<file path="config.mk">
export PLATFORM = sky130hd
export DESIGN_NAME = per_source_reply_rate_limiter_unit
export DESIGN_NICKNAME = d
export VERILOG_FILES = /design/src/rtl/core/psrl_pkg.sv /design/src/rtl/core/per_source_reply_rate_limiter_unit.sv /design/src/rtl/core/psrl_regs.sv /design/src/rtl/core/psrl_table.sv /design/src/rtl/core/psrl_ctrl.sv
export SDC_FILE = /design/constraint.sdc
export NUM_CORES = 1
export LEC_CHECK = 0
export BUFFER_PORTS_ARGS = -buffer_cell sky130_fd_sc_hd__buf_2
export CORE_MARGIN = 5
export CORE_UTILIZATION = 61
export DETAILED_ROUTE_END_ITERATION = 8
export PLACE_DENSITY = 0.78
export SYNTH_ARGS = -nofsm -noshare
export SYNTH_HDL_FRONTEND = slang
export SYNTH_SLANG_ARGS = --single-unit
</file>
<file path="constraint.sdc">
create_clock -name aclk -period 14.4 [get_ports aclk]
set_clock_uncertainty 0.15 [all_clocks]
set_input_delay 1.44 -clock aclk [delete_from_list [all_inputs] [get_ports aclk]]
set_output_delay 1.44 -clock aclk [all_outputs]
set_load 0.01 [all_outputs]
</file>
<file path="src/rtl/core/psrl_pkg.sv">
// Shared types and constants of the per-source reply rate limiter.
// Used by every module of the limiter. Has no dependencies of its own.
package psrl_pkg;

    localparam int ID_W          = 32;
    localparam int TIME_W        = 48;
    localparam int SLOT_FIELD_W  = 2;
    localparam int DEF_PEER_SLOTS = 4;

    localparam logic [31:0] INTERVAL_RST = 32'd60000;
    localparam logic [31:0] OWN_ID_RST   = 32'd0;

    // Register indexes of the configuration port.
    localparam logic REG_INTERVAL = 1'b0;
    localparam logic REG_OWN_ID   = 1'b1;

    typedef enum logic [1:0] {
        STATUS_ALLOWED    = 2'd0,
        STATUS_SUPPRESSED = 2'd1,
        STATUS_INVALID    = 2'd2
    } status_t;

    typedef struct packed {
        logic [31:0] suppress_ms;
        logic [31:0] own_id;
    } cfg_t;

    typedef struct packed {
        logic [ID_W-1:0]   id;
        logic [TIME_W-1:0] stamp;
    } entry_t;

    typedef struct packed {
        logic [SLOT_FIELD_W-1:0] slot;
        status_t                 status;
    } result_t;

endpackage

</file>
<file path="src/rtl/core/per_source_reply_rate_limiter_unit.sv">
// Top level of the per-source reply rate limiter.
// Depends on psrl_pkg, psrl_regs, psrl_table and psrl_ctrl.
//
//   Channel   Direction  Handshake            Carries
//   s_        in         s_tvalid / s_tready  source_id, now_ms
//   m_        out        m_tvalid / m_tready  status, slot
//   APB       in         psel/penable/pready  suppress interval, own node id
//
// With the m_ side free, a request whose source is taken from slot k (by match
// or as a free slot) is decided once slot k has been checked; one that evicts
// the oldest slot waits until every slot has been checked, and a rejected
// source skips the scan. The wait before the next acceptance is set by the
// slot scan, which reads one table entry per cycle from the peer memory.
// Reset is synchronous and active low and clears the slot valid flags at once,
// so no clearing pass is needed. A stalled m_ side holds the finished result in
// the output register; the next request is only held off if a further result
// is ready behind it.
module per_source_reply_rate_limiter_unit #(
    parameter int PEER_SLOTS = psrl_pkg::DEF_PEER_SLOTS
) (
    input  logic        aclk,
    input  logic        aresetn,
    // APB-style configuration port
    input  logic        psel,
    input  logic        penable,
    input  logic        pwrite,
    input  logic [2:0]  paddr,
    input  logic [31:0] pwdata,
    output logic [31:0] prdata,
    output logic        pready,
    // Request stream
    input  logic        s_tvalid,
    output logic        s_tready,
    input  logic [79:0] s_tdata,   // [31:0] source_id, [79:32] now_ms
    // Result stream
    output logic        m_tvalid,
    input  logic        m_tready,
    output logic [7:0]  m_tdata    // [1:0] status, [3:2] slot, [7:4] zero
);
    import psrl_pkg::*;

    localparam int SLOT_W = (PEER_SLOTS > 1) ? $clog2(PEER_SLOTS) : 1;

    cfg_t              cfg;
    logic              rd_en;
    logic [SLOT_W-1:0] rd_addr;
    logic              rd_valid;
    entry_t            rd_entry;
    logic              wr_en;
    logic [SLOT_W-1:0] wr_addr;
    entry_t            wr_entry;
    result_t           out_result;

    psrl_regs u_regs (
        .aclk    (aclk),
        .aresetn (aresetn),
        .psel    (psel),
        .penable (penable),
        .pwrite  (pwrite),
        .paddr   (paddr),
        .pwdata  (pwdata),
        .prdata  (prdata),
        .pready  (pready),
        .cfg     (cfg)
    );

    // The peer table: ids and last-reply times live in memory, valid flags
    // in flip-flops so that reset empties the table at once.
    psrl_table #(
        .PEER_SLOTS (PEER_SLOTS),
        .SLOT_W     (SLOT_W)
    ) u_table (
        .aclk     (aclk),
        .aresetn  (aresetn),
        .rd_en    (rd_en),
        .rd_addr  (rd_addr),
        .rd_valid (rd_valid),
        .rd_entry (rd_entry),
        .wr_en    (wr_en),
        .wr_addr  (wr_addr),
        .wr_entry (wr_entry)
    );

    // The sequencer handles one request at a time. The table is only written
    // in the decision cycle and the next scan starts after it, so a read never
    // overlaps a pending write to the same slot.
    psrl_ctrl #(
        .PEER_SLOTS (PEER_SLOTS),
        .SLOT_W     (SLOT_W)
    ) u_ctrl (
        .aclk         (aclk),
        .aresetn      (aresetn),
        .cfg          (cfg),
        .in_valid     (s_tvalid),
        .in_ready     (s_tready),
        .in_source_id (s_tdata[31:0]),
        .in_now_ms    (s_tdata[79:32]),
        .rd_en        (rd_en),
        .rd_addr      (rd_addr),
        .rd_valid     (rd_valid),
        .rd_entry     (rd_entry),
        .wr_en        (wr_en),
        .wr_addr      (wr_addr),
        .wr_entry     (wr_entry),
        .out_valid    (m_tvalid),
        .out_ready    (m_tready),
        .out_result   (out_result)
    );

    assign m_tdata = {4'b0000, out_result.slot, out_result.status};

    // Only one request is in flight: acceptance always drops ready.
    a_one_request: assert property (@(posedge aclk) disable iff (!aresetn)
        s_tvalid && s_tready |=> !s_tready)
        else $error("request accepted while another was in flight");

    // The table is never written while the unit can take a new request.
    a_write_busy: assert property (@(posedge aclk) disable iff (!aresetn)
        wr_en |-> !s_tready)
        else $error("table written while idle");

    // A result never carries the unused status code.
    a_status_code: assert property (@(posedge aclk) disable iff (!aresetn)
        m_tvalid |-> (m_tdata[1:0] != 2'd3))
        else $error("result with an undefined status code");

    // A rejected source always reports slot zero.
    a_invalid_slot: assert property (@(posedge aclk) disable iff (!aresetn)
        m_tvalid && (m_tdata[1:0] == STATUS_INVALID) |-> (m_tdata[3:2] == 2'b00))
        else $error("rejected source reported a non-zero slot");

endmodule

</file>
<file path="src/rtl/core/psrl_regs.sv">
// Configuration registers of the rate limiter behind an APB-style port.
// Depends on psrl_pkg.
module psrl_regs (
    input  logic           aclk,
    input  logic           aresetn,
    input  logic           psel,
    input  logic           penable,
    input  logic           pwrite,
    input  logic [2:0]     paddr,
    input  logic [31:0]    pwdata,
    output logic [31:0]    prdata,
    output logic           pready,
    output psrl_pkg::cfg_t cfg
);
    import psrl_pkg::*;

    cfg_t cfg_reg;
    cfg_t cfg_next;
    logic wr_stb;

    assign pready = 1'b1;
    assign wr_stb = psel & penable & pwrite & pready;

    always_comb begin
        cfg_next = cfg_reg;
        if (wr_stb) begin
            case (paddr[2])
                REG_INTERVAL: cfg_next.suppress_ms = pwdata;
                REG_OWN_ID:   cfg_next.own_id      = pwdata;
                default:      cfg_next             = cfg_reg;
            endcase
        end
    end

    always_comb begin
        case (paddr[2])
            REG_INTERVAL: prdata = cfg_reg.suppress_ms;
            REG_OWN_ID:   prdata = cfg_reg.own_id;
            default:      prdata = '0;
        endcase
    end

    always_ff @(posedge aclk) begin
        if (!aresetn) begin
            cfg_reg.suppress_ms <= INTERVAL_RST;
            cfg_reg.own_id      <= OWN_ID_RST;
        end else begin
            cfg_reg <= cfg_next;
        end
    end

    assign cfg = cfg_reg;

endmodule

</file>
<file path="src/rtl/core/psrl_table.sv">
// Peer table of the rate limiter: id and last-reply time in a synchronous memory
// with a registered read port, plus a valid flag per slot. Depends on psrl_pkg.
module psrl_table #(
    parameter int PEER_SLOTS = psrl_pkg::DEF_PEER_SLOTS,
    parameter int SLOT_W     = (PEER_SLOTS > 1) ? $clog2(PEER_SLOTS) : 1
) (
    input  logic              aclk,
    input  logic              aresetn,
    input  logic              rd_en,
    input  logic [SLOT_W-1:0] rd_addr,
    output logic              rd_valid,
    output psrl_pkg::entry_t  rd_entry,
    input  logic              wr_en,
    input  logic [SLOT_W-1:0] wr_addr,
    input  psrl_pkg::entry_t  wr_entry
);
    import psrl_pkg::*;

    entry_t                  mem [PEER_SLOTS];
    entry_t                  rd_entry_reg;
    logic                    rd_valid_reg;
    logic [PEER_SLOTS-1:0]   valid_reg;
    logic [PEER_SLOTS-1:0]   valid_next;

    always_ff @(posedge aclk) begin
        if (wr_en) begin
            mem[wr_addr] <= wr_entry;
        end
        if (rd_en) begin
            rd_entry_reg <= mem[rd_addr];
        end
    end

    // A slot only ever becomes valid; reset is the one thing that clears it.
    always_comb begin
        valid_next = valid_reg;
        if (wr_en) begin
            valid_next[wr_addr] = 1'b1;
        end
    end

    always_ff @(posedge aclk) begin
        if (!aresetn) begin
            valid_reg    <= '0;
            rd_valid_reg <= 1'b0;
        end else begin
            valid_reg <= valid_next;
            if (rd_en) begin
                rd_valid_reg <= valid_reg[rd_addr];
            end
        end
    end

    assign rd_valid = rd_valid_reg;
    assign rd_entry = rd_entry_reg;

endmodule

</file>
<file path="src/rtl/core/psrl_ctrl.sv">
// Request sequencer of the rate limiter: slot scan, reply decision, table
// write-back and the result register. Depends on psrl_pkg.
module psrl_ctrl #(
    parameter int PEER_SLOTS = psrl_pkg::DEF_PEER_SLOTS,
    parameter int SLOT_W     = (PEER_SLOTS > 1) ? $clog2(PEER_SLOTS) : 1
) (
    input  logic                          aclk,
    input  logic                          aresetn,
    input  psrl_pkg::cfg_t                cfg,
    input  logic                          in_valid,
    output logic                          in_ready,
    input  logic [psrl_pkg::ID_W-1:0]     in_source_id,
    input  logic [psrl_pkg::TIME_W-1:0]   in_now_ms,
    output logic                          rd_en,
    output logic [SLOT_W-1:0]             rd_addr,
    input  logic                          rd_valid,
    input  psrl_pkg::entry_t              rd_entry,
    output logic                          wr_en,
    output logic [SLOT_W-1:0]             wr_addr,
    output psrl_pkg::entry_t              wr_entry,
    output logic                          out_valid,
    input  logic                          out_ready,
    output psrl_pkg::result_t             out_result
);
    import psrl_pkg::*;

    localparam logic [SLOT_W-1:0] LAST_SLOT = SLOT_W'(PEER_SLOTS - 1);

    typedef enum logic [3:0] {
        S_IDLE   = 4'b0001,
        S_SCAN   = 4'b0010,
        S_DECIDE = 4'b0100,
        S_RESULT = 4'b1000
    } state_t;

    state_t              state_reg, state_next;
    logic [ID_W-1:0]     src_reg, src_next;
    logic [TIME_W-1:0]   now_reg, now_next;
    logic [SLOT_W-1:0]   issue_idx_reg, issue_idx_next;
    logic                issue_more_reg, issue_more_next;
    logic [SLOT_W-1:0]   chk_idx_reg, chk_idx_next;
    logic                chk_pend_reg, chk_pend_next;
    logic [SLOT_W-1:0]   oldest_idx_reg, oldest_idx_next;
    logic [TIME_W-1:0]   oldest_time_reg, oldest_time_next;
    logic [SLOT_W-1:0]   sel_idx_reg, sel_idx_next;
    logic                sel_valid_reg, sel_valid_next;
    logic [TIME_W-1:0]   sel_time_reg, sel_time_next;
    result_t             res_reg, res_next;
    logic                out_valid_reg, out_valid_next;
    result_t             out_result_reg, out_result_next;

    logic                accept;
    logic                bad_src;
    logic                hit;
    logic                older;
    logic [TIME_W:0]     elapsed;
    logic                allow;

    assign in_ready = (state_reg == S_IDLE);
    assign accept   = in_valid & in_ready;
    assign bad_src  = (in_source_id == '0) || (in_source_id == cfg.own_id);

    assign hit   = rd_valid && (rd_entry.id == src_reg);
    assign older = (chk_idx_reg == '0) || (rd_entry.stamp < oldest_time_reg);

    // Elapsed time with a borrow bit: a set top bit means time went backwards.
    assign elapsed = {1'b0, now_reg} - {1'b0, sel_time_reg};
    assign allow   = !sel_valid_reg ||
                     (!elapsed[TIME_W] &&
                      (elapsed[TIME_W-1:0] >= TIME_W'(cfg.suppress_ms)));

    assign rd_en   = (state_reg == S_SCAN) && issue_more_reg;
    assign rd_addr = issue_idx_reg;

    assign wr_en          = (state_reg == S_DECIDE) && allow;
    assign wr_addr        = sel_idx_reg;
    assign wr_entry.id    = src_reg;
    assign wr_entry.stamp = now_reg;

    always_comb begin
        state_next       = state_reg;
        src_next         = src_reg;
        now_next         = now_reg;
        issue_idx_next   = issue_idx_reg;
        issue_more_next  = issue_more_reg;
        chk_idx_next     = chk_idx_reg;
        chk_pend_next    = 1'b0;
        oldest_idx_next  = oldest_idx_reg;
        oldest_time_next = oldest_time_reg;
        sel_idx_next     = sel_idx_reg;
        sel_valid_next   = sel_valid_reg;
        sel_time_next    = sel_time_reg;
        res_next         = res_reg;
        out_valid_next   = out_valid_reg && !out_ready;
        out_result_next  = out_result_reg;

        case (state_reg)
            S_IDLE: begin
                if (accept) begin
                    src_next        = in_source_id;
                    now_next        = in_now_ms;
                    issue_idx_next  = '0;
                    issue_more_next = 1'b1;
                    if (bad_src) begin
                        res_next.status = STATUS_INVALID;
                        res_next.slot   = '0;
                        state_next      = S_RESULT;
                    end else begin
                        state_next = S_SCAN;
                    end
                end
            end
            S_SCAN: begin
                // Reads run one slot ahead of the checks.
                if (rd_en) begin
                    chk_pend_next = 1'b1;
                    chk_idx_next  = issue_idx_reg;
                    if (issue_idx_reg == LAST_SLOT) begin
                        issue_more_next = 1'b0;
                    end else begin
                        issue_idx_next = issue_idx_reg + 1'b1;
                    end
                end
                if (chk_pend_reg) begin
                    if (hit) begin
                        sel_idx_next   = chk_idx_reg;
                        sel_valid_next = 1'b1;
                        sel_time_next  = rd_entry.stamp;
                        state_next     = S_DECIDE;
                    end else if (!rd_valid) begin
                        sel_idx_next   = chk_idx_reg;
                        sel_valid_next = 1'b0;
                        state_next     = S_DECIDE;
                    end else if (chk_idx_reg == LAST_SLOT) begin
                        // Table full and no match: evict the oldest slot.
                        sel_idx_next   = older ? chk_idx_reg : oldest_idx_reg;
                        sel_valid_next = 1'b0;
                        state_next     = S_DECIDE;
                    end else if (older) begin
                        oldest_idx_next  = chk_idx_reg;
                        oldest_time_next = rd_entry.stamp;
                    end
                end
                if (state_next != S_SCAN) begin
                    chk_pend_next   = 1'b0;
                    issue_more_next = 1'b0;
                end
            end
            S_DECIDE: begin
                res_next.status = allow ? STATUS_ALLOWED : STATUS_SUPPRESSED;
                res_next.slot   = SLOT_FIELD_W'(sel_idx_reg);
                state_next      = S_RESULT;
            end
            S_RESULT: begin
                if (!out_valid_reg || out_ready) begin
                    out_valid_next  = 1'b1;
                    out_result_next = res_reg;
                    state_next      = S_IDLE;
                end
            end
            default: begin
                state_next = S_IDLE;
            end
        endcase
    end

    always_ff @(posedge aclk) begin
        if (!aresetn) begin
            state_reg      <= S_IDLE;
            issue_more_reg <= 1'b0;
            chk_pend_reg   <= 1'b0;
            out_valid_reg  <= 1'b0;
        end else begin
            state_reg      <= state_next;
            issue_more_reg <= issue_more_next;
            chk_pend_reg   <= chk_pend_next;
            out_valid_reg  <= out_valid_next;
        end
    end

    always_ff @(posedge aclk) begin
        src_reg         <= src_next;
        now_reg         <= now_next;
        issue_idx_reg   <= issue_idx_next;
        chk_idx_reg     <= chk_idx_next;
        oldest_idx_reg  <= oldest_idx_next;
        oldest_time_reg <= oldest_time_next;
        sel_idx_reg     <= sel_idx_next;
        sel_valid_reg   <= sel_valid_next;
        sel_time_reg    <= sel_time_next;
        res_reg         <= res_next;
        out_result_reg  <= out_result_next;
    end

    assign out_valid  = out_valid_reg;
    assign out_result = out_result_reg;

endmodule

</file>
# [Word level (Yosys, flattened, before mapping)]
# Memory sizes are Yosys's and may differ from the RTL's. A register that Yosys moved wholly into a read port is not among the register bits.
# Cells that the tools add are included.
[classes] n_mux=38 n_bitwise=9 n_eq_ne=17 reduce_logical=32 magnitude_cmp=5 addsub=2
[ops] op="32-bit equality test" n=2
[ops] op="32-bit case mux with 2 select lines" n=1
[ops] op="48-bit by 48-bit subtractor with 49-bit output" n=1
[ops] op="48-bit by 32-bit >= comparator with 1-bit output" n=1
[ops] op="48-bit < comparator" n=1
[ops] op="4-bit 2-to-1 mux" n=10
[ops] op="32-bit logical NOT" n=1
[ops] op="4-bit case mux with 4 select lines" n=1
[ops] op="1-bit 2-to-1 mux" n=14
[ops] op="2-bit 2-to-1 mux" n=7
[ops] op="2-bit AND reduction" n=6
[ops] op="3-bit AND reduction" n=3
[ops] op="2-bit != test, second input constant" n=4
[ops] op="4-bit case mux with 2 select lines" n=1
[ops] op="4-bit AND reduction" n=2
[ops] op="1-bit logical AND" n=6
[ops] op="2-bit by 3-bit < comparator with 1-bit output, second input constant" n=2
[ops] op="3-bit != test, second input constant" n=2
[ops] op="6-bit AND reduction" n=1
[ops] op="1-bit inverter" n=5
[ops] op="5-bit AND reduction" n=1
[ops] op="2-bit equality test, second input constant" n=2
[ops] op="4-bit by 1-bit equality test with 1-bit output, second input constant" n=1
[ops] op="4-bit by 2-bit equality test with 1-bit output, second input constant" n=1
[ops] op="18 further kinds" n=27
[word_totals] mem_count=1 inputBits=122 out_inout_bits=43 mem_bits_rw=320 reg_bits=269
[memory_table] name="u_table.mem" depth=4 width=80 rd=1 rd_ports_with_merged_regs=1 write_ports=1 line="psrl_table.sv:19" rtl="entry_t mem [PEER_SLOTS];"

# [Logic depth before layout (Yosys ltp)]
# Gate-level depths: netlist of run 1.
[logic_depth] word_depth=9 depth_mapped=21 mapped_depth_nobuf=21

# [Modules after synthesis]
# From an unflattened synthesis of run 1, not the netlist that was laid out.
[hier_totals] hier_cells=1945 hier_area_um2=29391.9
[modules_own_cells] mod="psrl_table" area_each_um2=14243.7 seq_area_each_um2=12111.6 n_inst=1 cells_each=517
[modules_own_cells] mod="psrl_ctrl" area_each_um2=12246.7 seq_area_each_um2=5935.7 n_inst=1 cells_each=1134
[modules_own_cells] mod="psrl_regs" area_each_um2=2867.8 seq_area_each_um2=1281.2 n_inst=1 cells_each=289
[modules_own_cells] mod="per_source_reply_rate_limiter_unit" area_each_um2=33.8 seq_area_each_um2=0.0 n_inst=1 cells_each=5

# [Worst setup path after synthesis of run 1]
# Ideal clock, no wire load.
[synth_path] kind="register to register" from="reg u_ctrl.now_reg[0]" to="mem u_table.mem[3][0] (netlist bit) (enable)" path_slack_ps=1784 path_stages_with_launch=20 setup_time_ps=743 arrival_time_ps=11723 t_required_ps=13507 period_less_slack_ps=12616 cell_sequence="edfxtp_1 > inv_1 > ha_1 > fa_1 > and2b_2 > o2111ai_4 > a211oi_1 > o21ai_1 > a311oi_2 > nor2_1 > xnor2_1 > ha_1 > nand4_1 > nor3_1 > o211ai_1 > nand3_1 > nor4b_2 > nand4_1 > a2111oi_4 > nor4b_1"
[synth_between] elab_chain_len=7
[synth_rtl] item="from (decl)" line="psrl_ctrl.sv:38" rtl="logic [TIME_W-1:0] now_reg, now_next;"
[synth_rtl] item="from (signal assigned)" line="psrl_ctrl.sv:183" rtl="now_reg <= now_next;"
[synth_rtl] item="48-bit by 48-bit subtractor with 49-bit output (*)" line="psrl_ctrl.sv:67" rtl="assign elapsed = {1'b0, now_reg} - {1'b0, sel_time_reg};"
[synth_rtl] item="48-bit by 32-bit >= comparator with 1-bit output / 1-bit logical NOT (equally long branches)" line="psrl_ctrl.sv:70, psrl_ctrl.sv:69"
[synth_rtl] item="1-bit logical AND (*)" line="psrl_ctrl.sv:69" rtl="(!elapsed[TIME_W] &&"
[synth_rtl] item="1-bit logical OR (*)" line="psrl_ctrl.sv:68" rtl="assign allow = !sel_valid_reg ||"
[synth_rtl] item="1-bit logical AND (*)" line="psrl_ctrl.sv:75" rtl="assign wr_en = (state_reg == S_DECIDE) && allow;"
[synth_rtl] item="1-bit 2-to-1 mux (*)" line="psrl_table.sv:26" rtl="if (wr_en) begin"
[synth_rtl] item="1-bit 2-to-1 mux (implied by the code) (*)" line="psrl_table.sv:27" rtl="mem[wr_addr] <= wr_entry;"
[synth_rtl] item="to (decl)" line="psrl_table.sv:19"
# Every way passes the cells marked *; elsewhere a longest branch is shown, timed or not.

# [Worst setup path after layout of run 1]
[layout_path] from="reg u_ctrl.now_reg[0]" to="mem u_table.mem[1][16] (netlist bit) (enable)"
# The elaborated chain is that of the path after synthesis.

==> results of run 1 <==
cell families after synthesis:
family,share of synthesized area [%]
and+or+nand+nor,7.11
adders and majority gates,5.57
buffers and inverters,2.86
other,0.0258
muxes,6.30
xor gates and xnor gates,2.98
AOI/OAI and AO/OA,8.77
DFF,66.4
power by group:
| part | switching (uW) | leakage, uW | internal [uW] | total (uW) |
|---|---|---|---|---|
| combinational | 306 | 0.00470 | 205 | 511 |
| sequential | 60.1 | 0.00600 | 2200 | 2260 |
| clock | 717 | 0.00105 | 991 | 1710 |
| total | 1080 | 0.0118 | 3400 | 4480 |
final cells by class:
| type | count | area (um^2) | share of cell area (%) |
|---|---|---|---|
| Sequential cell | 669 | 19300 | 59.0 |
| Multi-Input combinational cell | 1145 | 9010 | 27.5 |
| Clock buffer | 88 | 1830 | 5.59 |
| Timing Repair Buffer | 178 | 943 | 2.88 |
| Tap cell | 615 | 769 | 2.35 |
| Inverter | 143 | 539 | 1.65 |
| Clock inverter | 31 | 304 | 0.929 |
| Antenna cell | 5 | 12.5 | 0.0382 |
cells in the final DEF, fill, tap and decap left out, types with 6 or more instances in the layout:
cell type,count
xor2_1,49
a21oi_1,86
a31oi_1,7
nand2b_1,14
nand3_1,14
nor4_1,24
nand4_1,45
o211ai_1,13
xnor2_1,50
o21bai_1,8
clkinv_2,14
a21boi_0,62
buf_4,21
o21ai_1,15
o21a_1,15
edfxtp_1,593
mux4_2,81
o21ai_0,74
buf_2,157
clkinv_1,8
ha_1,128
nor3_1,14
a21o_1,44
clkbuf_1,17
inv_1,141
nor2_1,63
dfxtp_1,76
nor2b_1,6
nand2_1,229
a211oi_1,12
clkbuf_16,70
metal layers:
metal	track usage, %	wire (um)	vias up
met2	42.5	33100	704
met1	37.4	28900	8825
met4	7.62	1650	0
li1	-	-	7996
met3	3.81	4500	109
met5	0	0	-
metrics by stage:
step | power [uW] | worst slack (ns)
after floorplan | 2640 | 1.78
after global placement | 2790 | 7.35
after detailed placement | 2810 | 7.20
after CTS | 4510 | 7.14
after global routing | 4650 | 6.84
final | 4480 | 7.14
cells in the mapped netlist (4+ instances only):
library cell / count / share of area, %
o21a_1: 15 / 0.39
nor3_1: 14 / 0.24
edfxtp_1: 593 / 61
nor2_1: 66 / 0.85
o211ai_1: 13 / 0.34
o21ai_1: 15 / 0.26
inv_1: 143 / 1.8
a21boi_0: 62 / 1.6
or3_1: 5 / 0.11
clkbuf_1: 39 / 0.50
buf_1: 11 / 0.14
a31oi_1: 7 / 0.15
nor4b_1: 5 / 0.15
o21bai_1: 8 / 0.21
nor4_1: 26 / 0.56
nand3_1: 14 / 0.24
o21ai_0: 74 / 1.3
xnor2_1: 50 / 1.5
nand2b_1: 14 / 0.30
dfxtp_1: 76 / 5.2
nand4_1: 45 / 0.97
a21oi_1: 86 / 1.5
mux4_2: 81 / 6.3
a21o_1: 44 / 1.1
nand3b_1: 4 / 0.10
xor2_1: 49 / 1.5
ha_1: 128 / 5.5
a211oi_1: 12 / 0.31
buf_2: 14 / 0.24
nand2_1: 229 / 3.0
and2_1: 6 / 0.13
o41ai_1: 5 / 0.15
buf_4: 5 / 0.13
nor2b_1: 6 / 0.13
o2111ai_1: 4 / 0.12
worst max-delay path, cell delays in order (launching register included):
cell,delay (ns)
edfxtp_1,0.42
inv_1,0.07
ha_1,0.20
fa_1,0.40
and2b_2,0.26
o2111ai_4,0.16
a211oi_1,0.55
o21ai_1,0.25
a311oi_2,0.42
nor2_1,0.12
xnor2_1,0.18
ha_1,0.23
a211oi_1,0.20
o21ai_0,0.15
a211oi_1,0.28
o32ai_1,0.15
nor4b_1,0.29
nand3_1,0.20
nor4b_2,0.26
nand4_1,0.18
a2111oi_4,0.85
nor4_2,0.09
buf_4,0.32
buf_4,0.47
how the worst min path moves through the flow:
stage                               startpoint                              to  slack (ns)  depth (start not counted)
6_report       u_ctrl.res_reg[0]$_SDFFCE_PN0P_  u_ctrl.out_result[0]$_DFFE_PP_        0.27                          0
4_1_cts        u_ctrl.res_reg[0]$_SDFFCE_PN0P_  u_ctrl.out_result[0]$_DFFE_PP_        0.27                          0
5_1_grt        u_ctrl.res_reg[0]$_SDFFCE_PN0P_  u_ctrl.out_result[0]$_DFFE_PP_        0.27                          0
3_5_place_dp   u_ctrl.res_reg[3]$_SDFFCE_PN0P_  u_ctrl.out_result[3]$_DFFE_PP_        0.26                          0
2_1_floorplan  u_ctrl.res_reg[0]$_SDFFCE_PN0P_  u_ctrl.out_result[0]$_DFFE_PP_        0.25                          0
3_3_place_gp   u_ctrl.res_reg[2]$_SDFFCE_PN0P_  u_ctrl.out_result[2]$_DFFE_PP_        0.25                          0
==> metrics.txt, run 1 <==
outcome completed; startpoint types flop; starting density of the core 61.4%; row count 80; total die area 0.0522 mm^2; count of cell types in the netlist 70; FF+latch count, synth 669; clk buf depth 3; worst skew pair latency 0.60 ns; worst flop-to-flop path startpoint u_ctrl.now_reg[0]$_DFFE_PP_; Clock Sinks 669; PostCTS Resize Cnt 0; number of vias in the routed layout 17600; initial antenna violation count 5; PortBufs around 160; Fin Setup TNS 0 ns; non-filler cells, final about 2900; CTS clock-pin slew for the worst setup and hold paths approximately 0.06 ns; first-pass GRT wire length approximately 110000 um; Slew Limit Fails 0; Period minus WS final 7.26 ns; HP Class reg2reg; Ys Warns 0; Synth Instances 2023; number of synthesized flops with an enable pin a little under 600; ys flop type edfxtp_1; DR iter-0 viols ~1800; Worst EP arrival about 7.3 ns; worst-margin pin slew between 1 and 1.5 ns; CP endpoint kind flop; vias in the first global route roughly 18000; DR vias/cell 6.14; Final Cycle Share 50.4%; post-route antenna net violation count 0; post-route cell area roughly 0.033 mm^2; crit path launch u_ctrl.now_reg[0]$_DFFE_PP_; router iterations before antenna repair 7; Mean Syn Cell Area 14.4 um^2; leakage power 0.0118 uW; R2R depth 23; post-DP HPWL 45500 um; Post-CTS Hold Fix Bufs 0; Worst EP required between 10 and 15 ns; maximum clock rate 138 MHz; Final Hold Fails 0; placed cell areas 0.0306 mm^2; hold_ws 0.268 ns; GRT Residual Overflow 0; Post-Route WL slightly below 70000 um; Global Route Usage Sum between 20% and 30%; FFs w/ async S/R, synth 0%; Area Overhead vs Synth 12.5%; Layout fillers 3182; Remaining DRCs 0; final core occ 69.0%; largest net degree at the start of global routing 79; TritonCTS buffer count 68; crit path to u_table.mem[1][16]$_DFFE_PP_; Slew Limit Headroom roughly 18%; Core Box Area between 0.04 and 0.05 mm^2; RSZ-0062 raised after global routing false; detailed-route wire length per cell 23.7 um; sequential-to-total area share from yosys stat 66.4%; gp weighted congestion 0.920; Worst R2R Setup Slack 7.14 ns; nets about 2500; critical register-to-register path endpoint u_table.mem[1][16]$_DFFE_PP_; Root Buffer clkbuf_16; setup bufs post-CTS 0; CTS tree done; Cell Area, Synth 0.0291 mm^2; final setup vio count 0; max reg flops 320; Chip Width around 230 um; crit-path max FO 49; cell count after placement roughly 2800; Chip Height 228 um; Max H-tree Level 3; Max Cap Viol 0; kind of critical path reg2reg; Top Ports 165; worst vdd ir ~110 uV; pwr/cell area between 100 and 150 mW/mm^2; share of layout cells above drive strength 1 approximately 17%
(Power assumes the default switching activity.)
==> inputs of run 2 (changes only) <==
--- a/config.mk
+++ b/config.mk
@@ -5,6 +5,7 @@
 export SDC_FILE = /design/constraint.sdc
 export NUM_CORES = 1
 export LEC_CHECK = 0
+export ABC_AREA = 1
 export BUFFER_PORTS_ARGS = -buffer_cell sky130_fd_sc_hd__buf_2
 export CORE_MARGIN = 5
 export CORE_UTILIZATION = 61
==> constraint.sdc (replaced) <==
create_clock -name aclk -period 7.5 [get_ports aclk]
set_clock_uncertainty 0.15 [all_clocks]
set_input_delay 0.75 -clock aclk [delete_from_list [all_inputs] [get_ports aclk]]
set_output_delay 0.75 -clock aclk [all_outputs]
set_load 0.01 [all_outputs]
==> run 2 against run 1 <==
Power rose by 95%. Area after synthesis rose by 5.1%. Worst setup slack got worse by 5.3 ns. Die area rose by 4.9%. Non-clock buffer count rose by 6. First-iteration DRC count rose by 39%. Combinational power rose by 120%. Critical path depth rose by 4. Critical path type unchanged. Largest cell class unchanged. Largest power group unchanged.
==> metrics.txt, run 2 <==
outcome completed; Clock Sinks 669 (unchanged); sequential-to-total area share from yosys stat 63.1% (-3.3 points); CTS clock-pin slew for the worst setup and hold paths 0.06 ns (about the same); kind of critical path reg2reg; pwr/cell area 255 mW/mm^2 (+86%); startpoint types flop; commonest non-fill, non-tap cells in the layout 593 x edfxtp_1, 455 x nand2_1, 370 x inv_1; PostCTS Resize Cnt 0 (unchanged); GRT Residual Overflow 0 (unchanged); first-pass GRT wire length 122000 um (+16%); share of layout cells above drive strength 1 13.1% (-3.9 points); Worst EP arrival 5.76 ns (-1.58 ns); Chip Height 234 um (+2.4%); number of vias in the routed layout 22000 (+25%); Max Cap Viol 0 (unchanged); DR vias/cell 5.80 (-5.5%); Layout fillers 3622 (+14%); clk buf depth 3 (unchanged); Slew Limit Headroom 22.7% (+4.5 points); share of the synthesized area in the top cell type 58.2% (-3.0 points); FFs w/ async S/R, synth 0% (unchanged); Cell Area, Synth 0.0306 mm^2 (+5.1%); Period minus WS final 5.63 ns (-1.63 ns); Final Cycle Share 75.0% (+25 points); Synth area leader edfxtp_1; worst-margin pin slew 1.16 ns (-0.0673 ns); worst skew pair latency 0.61 ns (about the same); Final Hold Fails 0 (unchanged); Fin Setup TNS 0 ns (unchanged); Area Overhead vs Synth 12.3%; router iterations before antenna repair 5 (-2); detailed-route wire length per cell 21.3 um (-10%); max reg flops 320 (unchanged); delay of the slowest critical-path stage 0.57 ns (-0.28 ns); starting density of the core 61.4% (about the same); final setup vio count 0 (unchanged); Root Buffer clkbuf_16; post-synthesis simple-gate area fraction 14.7% (+7.6 points); nets 3320 (+35%); Remaining DRCs 0 (unchanged); RSZ-0062 raised after global routing false; worst vdd ir 217 uV (+110%); post-DP HPWL 57000 um (+25%); Synth Instances 2894 (+43%); PortBufs 157 (unchanged); Post-Synth XOR/XNOR Area 1.57% (-1.4 points); Slew Limit Fails 0 (unchanged); vias in the first global route 21500 (+20%); antenna cells 0 (-5); DR iter-0 viols 2477 (+39%); cell count after placement 3670 (+33%); row count 82 (+2.5%); CP max-delay cell clkinv_2; post-synthesis mux area share 0% (-6.3 points); post-route antenna net violation count 0 (unchanged); ys flop type edfxtp_1; leakage power 0.0138 uW (+17%); FF+latch count, synth 669 (unchanged); largest net degree at the start of global routing 105 (+33%); Post-CTS Hold Fix Bufs 0 (unchanged); gp weighted congestion 0.975 (+6.0%); crit-path max FO 31 (-37%); placed cell areas 0.0322 mm^2 (+5.1%); Compound-Gate Fraction of Synth Area 9.31% (+0.54 points); Synth top cells by count 593 x edfxtp_1, 455 x nand2_1, 375 x inv_1; Global Route Usage Sum 29.4% (+3.3 points); most common cell after layout, fill and taps aside edfxtp_1; CP most frequent cell nand2_1; initial antenna violation count 0 (-5); HP Class in2reg; Core Box Area 0.0499 mm^2 (+5.1%); Top Ports 165 (unchanged); Chip Width 234 um (+2.4%); CP endpoint kind flop; area share of fa/ha/maj cells after synthesis 5.30% (-0.27 points); number of synthesized flops with an enable pin 593 (unchanged); maximum clock rate 178 MHz (+29%); setup bufs post-CTS 0 (unchanged); count of cell types in the netlist 49 (-30%); Post-Route WL 80700 um (+18%); combinational family with the most area after synthesis simple AND/OR/NAND/NOR gates; final core occ 69.0% (about the same); Worst EP required 7.64 ns (-6.84 ns); post-route cell area 0.0344 mm^2 (+5.0%); CTS tree done; non-filler cells, final 3790 (+32%); TritonCTS buffer count 69 (+1.5%); total die area 0.0548 mm^2 (+4.9%); Ys Warns 0 (unchanged); cell with the most instances after synthesis edfxtp_1; Mean Syn Cell Area 10.6 um^2 (-26%); Max H-tree Level 3 (unchanged); synth top area cells edfxtp_1 58%, nand2_1 5.6%, ha_1 5.2%
run 2: cell count changes in the layout (fill, tap and decap cells not counted), sizes merged, moves of 34 or more:
cell    previous run  this run
o22ai              2        80
mux4              81         0
a21o              44         2
a21oi             88       122
a21boi            63         2
o21ai             90       293
inv              147       397
nor2              66       368
nand2            229       481
nand3             14        65
run 2: worst max-delay path, delay by kind of cell (launching register included):
kind,cells,cell delay [ns]
buf+inv,4,1.31
compound gates,4,0.52
fa+ha+maj,3,0.93
simple gates,15,1.58
flops,1,0.41
xor+xnor,1,0.35
run 2: metrics by stage:
step | power, uW | setup WS (ns) | hold WS [ns]
after floorplan | 5060 | 1.81 | 0.250
after global placement | 5390 | 2.02 | 0.255
after global routing | 9070 | 1.69 | 0.138
after detailed placement | 5460 | 2.05 | 0.258
final | 8760 | 1.87 | 0.166
after CTS | 8780 | 1.98 | 0.133
run 2: worst paths after layout:
check                                                startpoint                             end  slack (ns)  depth (start not counted)
worst min register to register  u_ctrl.res_reg[3]$_SDFFCE_PN0P_  u_ctrl.out_result[3]$_DFFE_PP_        0.27                          0
worst max register to register      u_ctrl.now_reg[0]$_DFFE_PP_    u_table.mem[3][18]$_DFFE_PP_        1.87                         27
worst max-delay path                u_ctrl.now_reg[0]$_DFFE_PP_    u_table.mem[3][18]$_DFFE_PP_        1.87                         27
worst min-delay path                                s_tdata[70]    u_ctrl.now_reg[38]$_DFFE_PP_        0.17                          1
run 2: kinds of logic (layout without fill, tap and decap cells):
kind of cell	count (synthesis)	in the layout
AOI/OAI and AO/OA	528	528
buffers and inverters	482	703
xor gates and xnor gates	55	55
adders and majority gates	129	129
other	2	5
DFF	669	669
and+or+nand+nor	1029	1029
run 2: metal layers:
metal / share of wire [%] / vias to the layer above / track usage, %
li1: - / 10200 / -
met1: 42 / 10500 / 41.6
met2: 46 / 1039 / 46.3
met3: 9.1 / 162 / 5.62
met4: 3.5 / 0 / 10.1
met5: 0 / - / 0
run 2: power breakdown:
part           internal [uW]  total (uW)  switching, uW
combinational            342        1100            757
clock                   1950        3360           1410
sequential              4190        4290           98.9
total                   6490        8760           2270
run 2: layout make-up:
type | count | area [um^2] | share of cell area (%)
Inverter | 399 | 1510 | 4.38
Clock inverter | 31 | 389 | 1.13
Multi-Input combinational cell | 1746 | 9500 | 27.6
Timing Repair Buffer | 184 | 988 | 2.87
Clock buffer | 89 | 1830 | 5.33
Sequential cell | 669 | 19300 | 56.2
Tap cell | 672 | 841 | 2.45
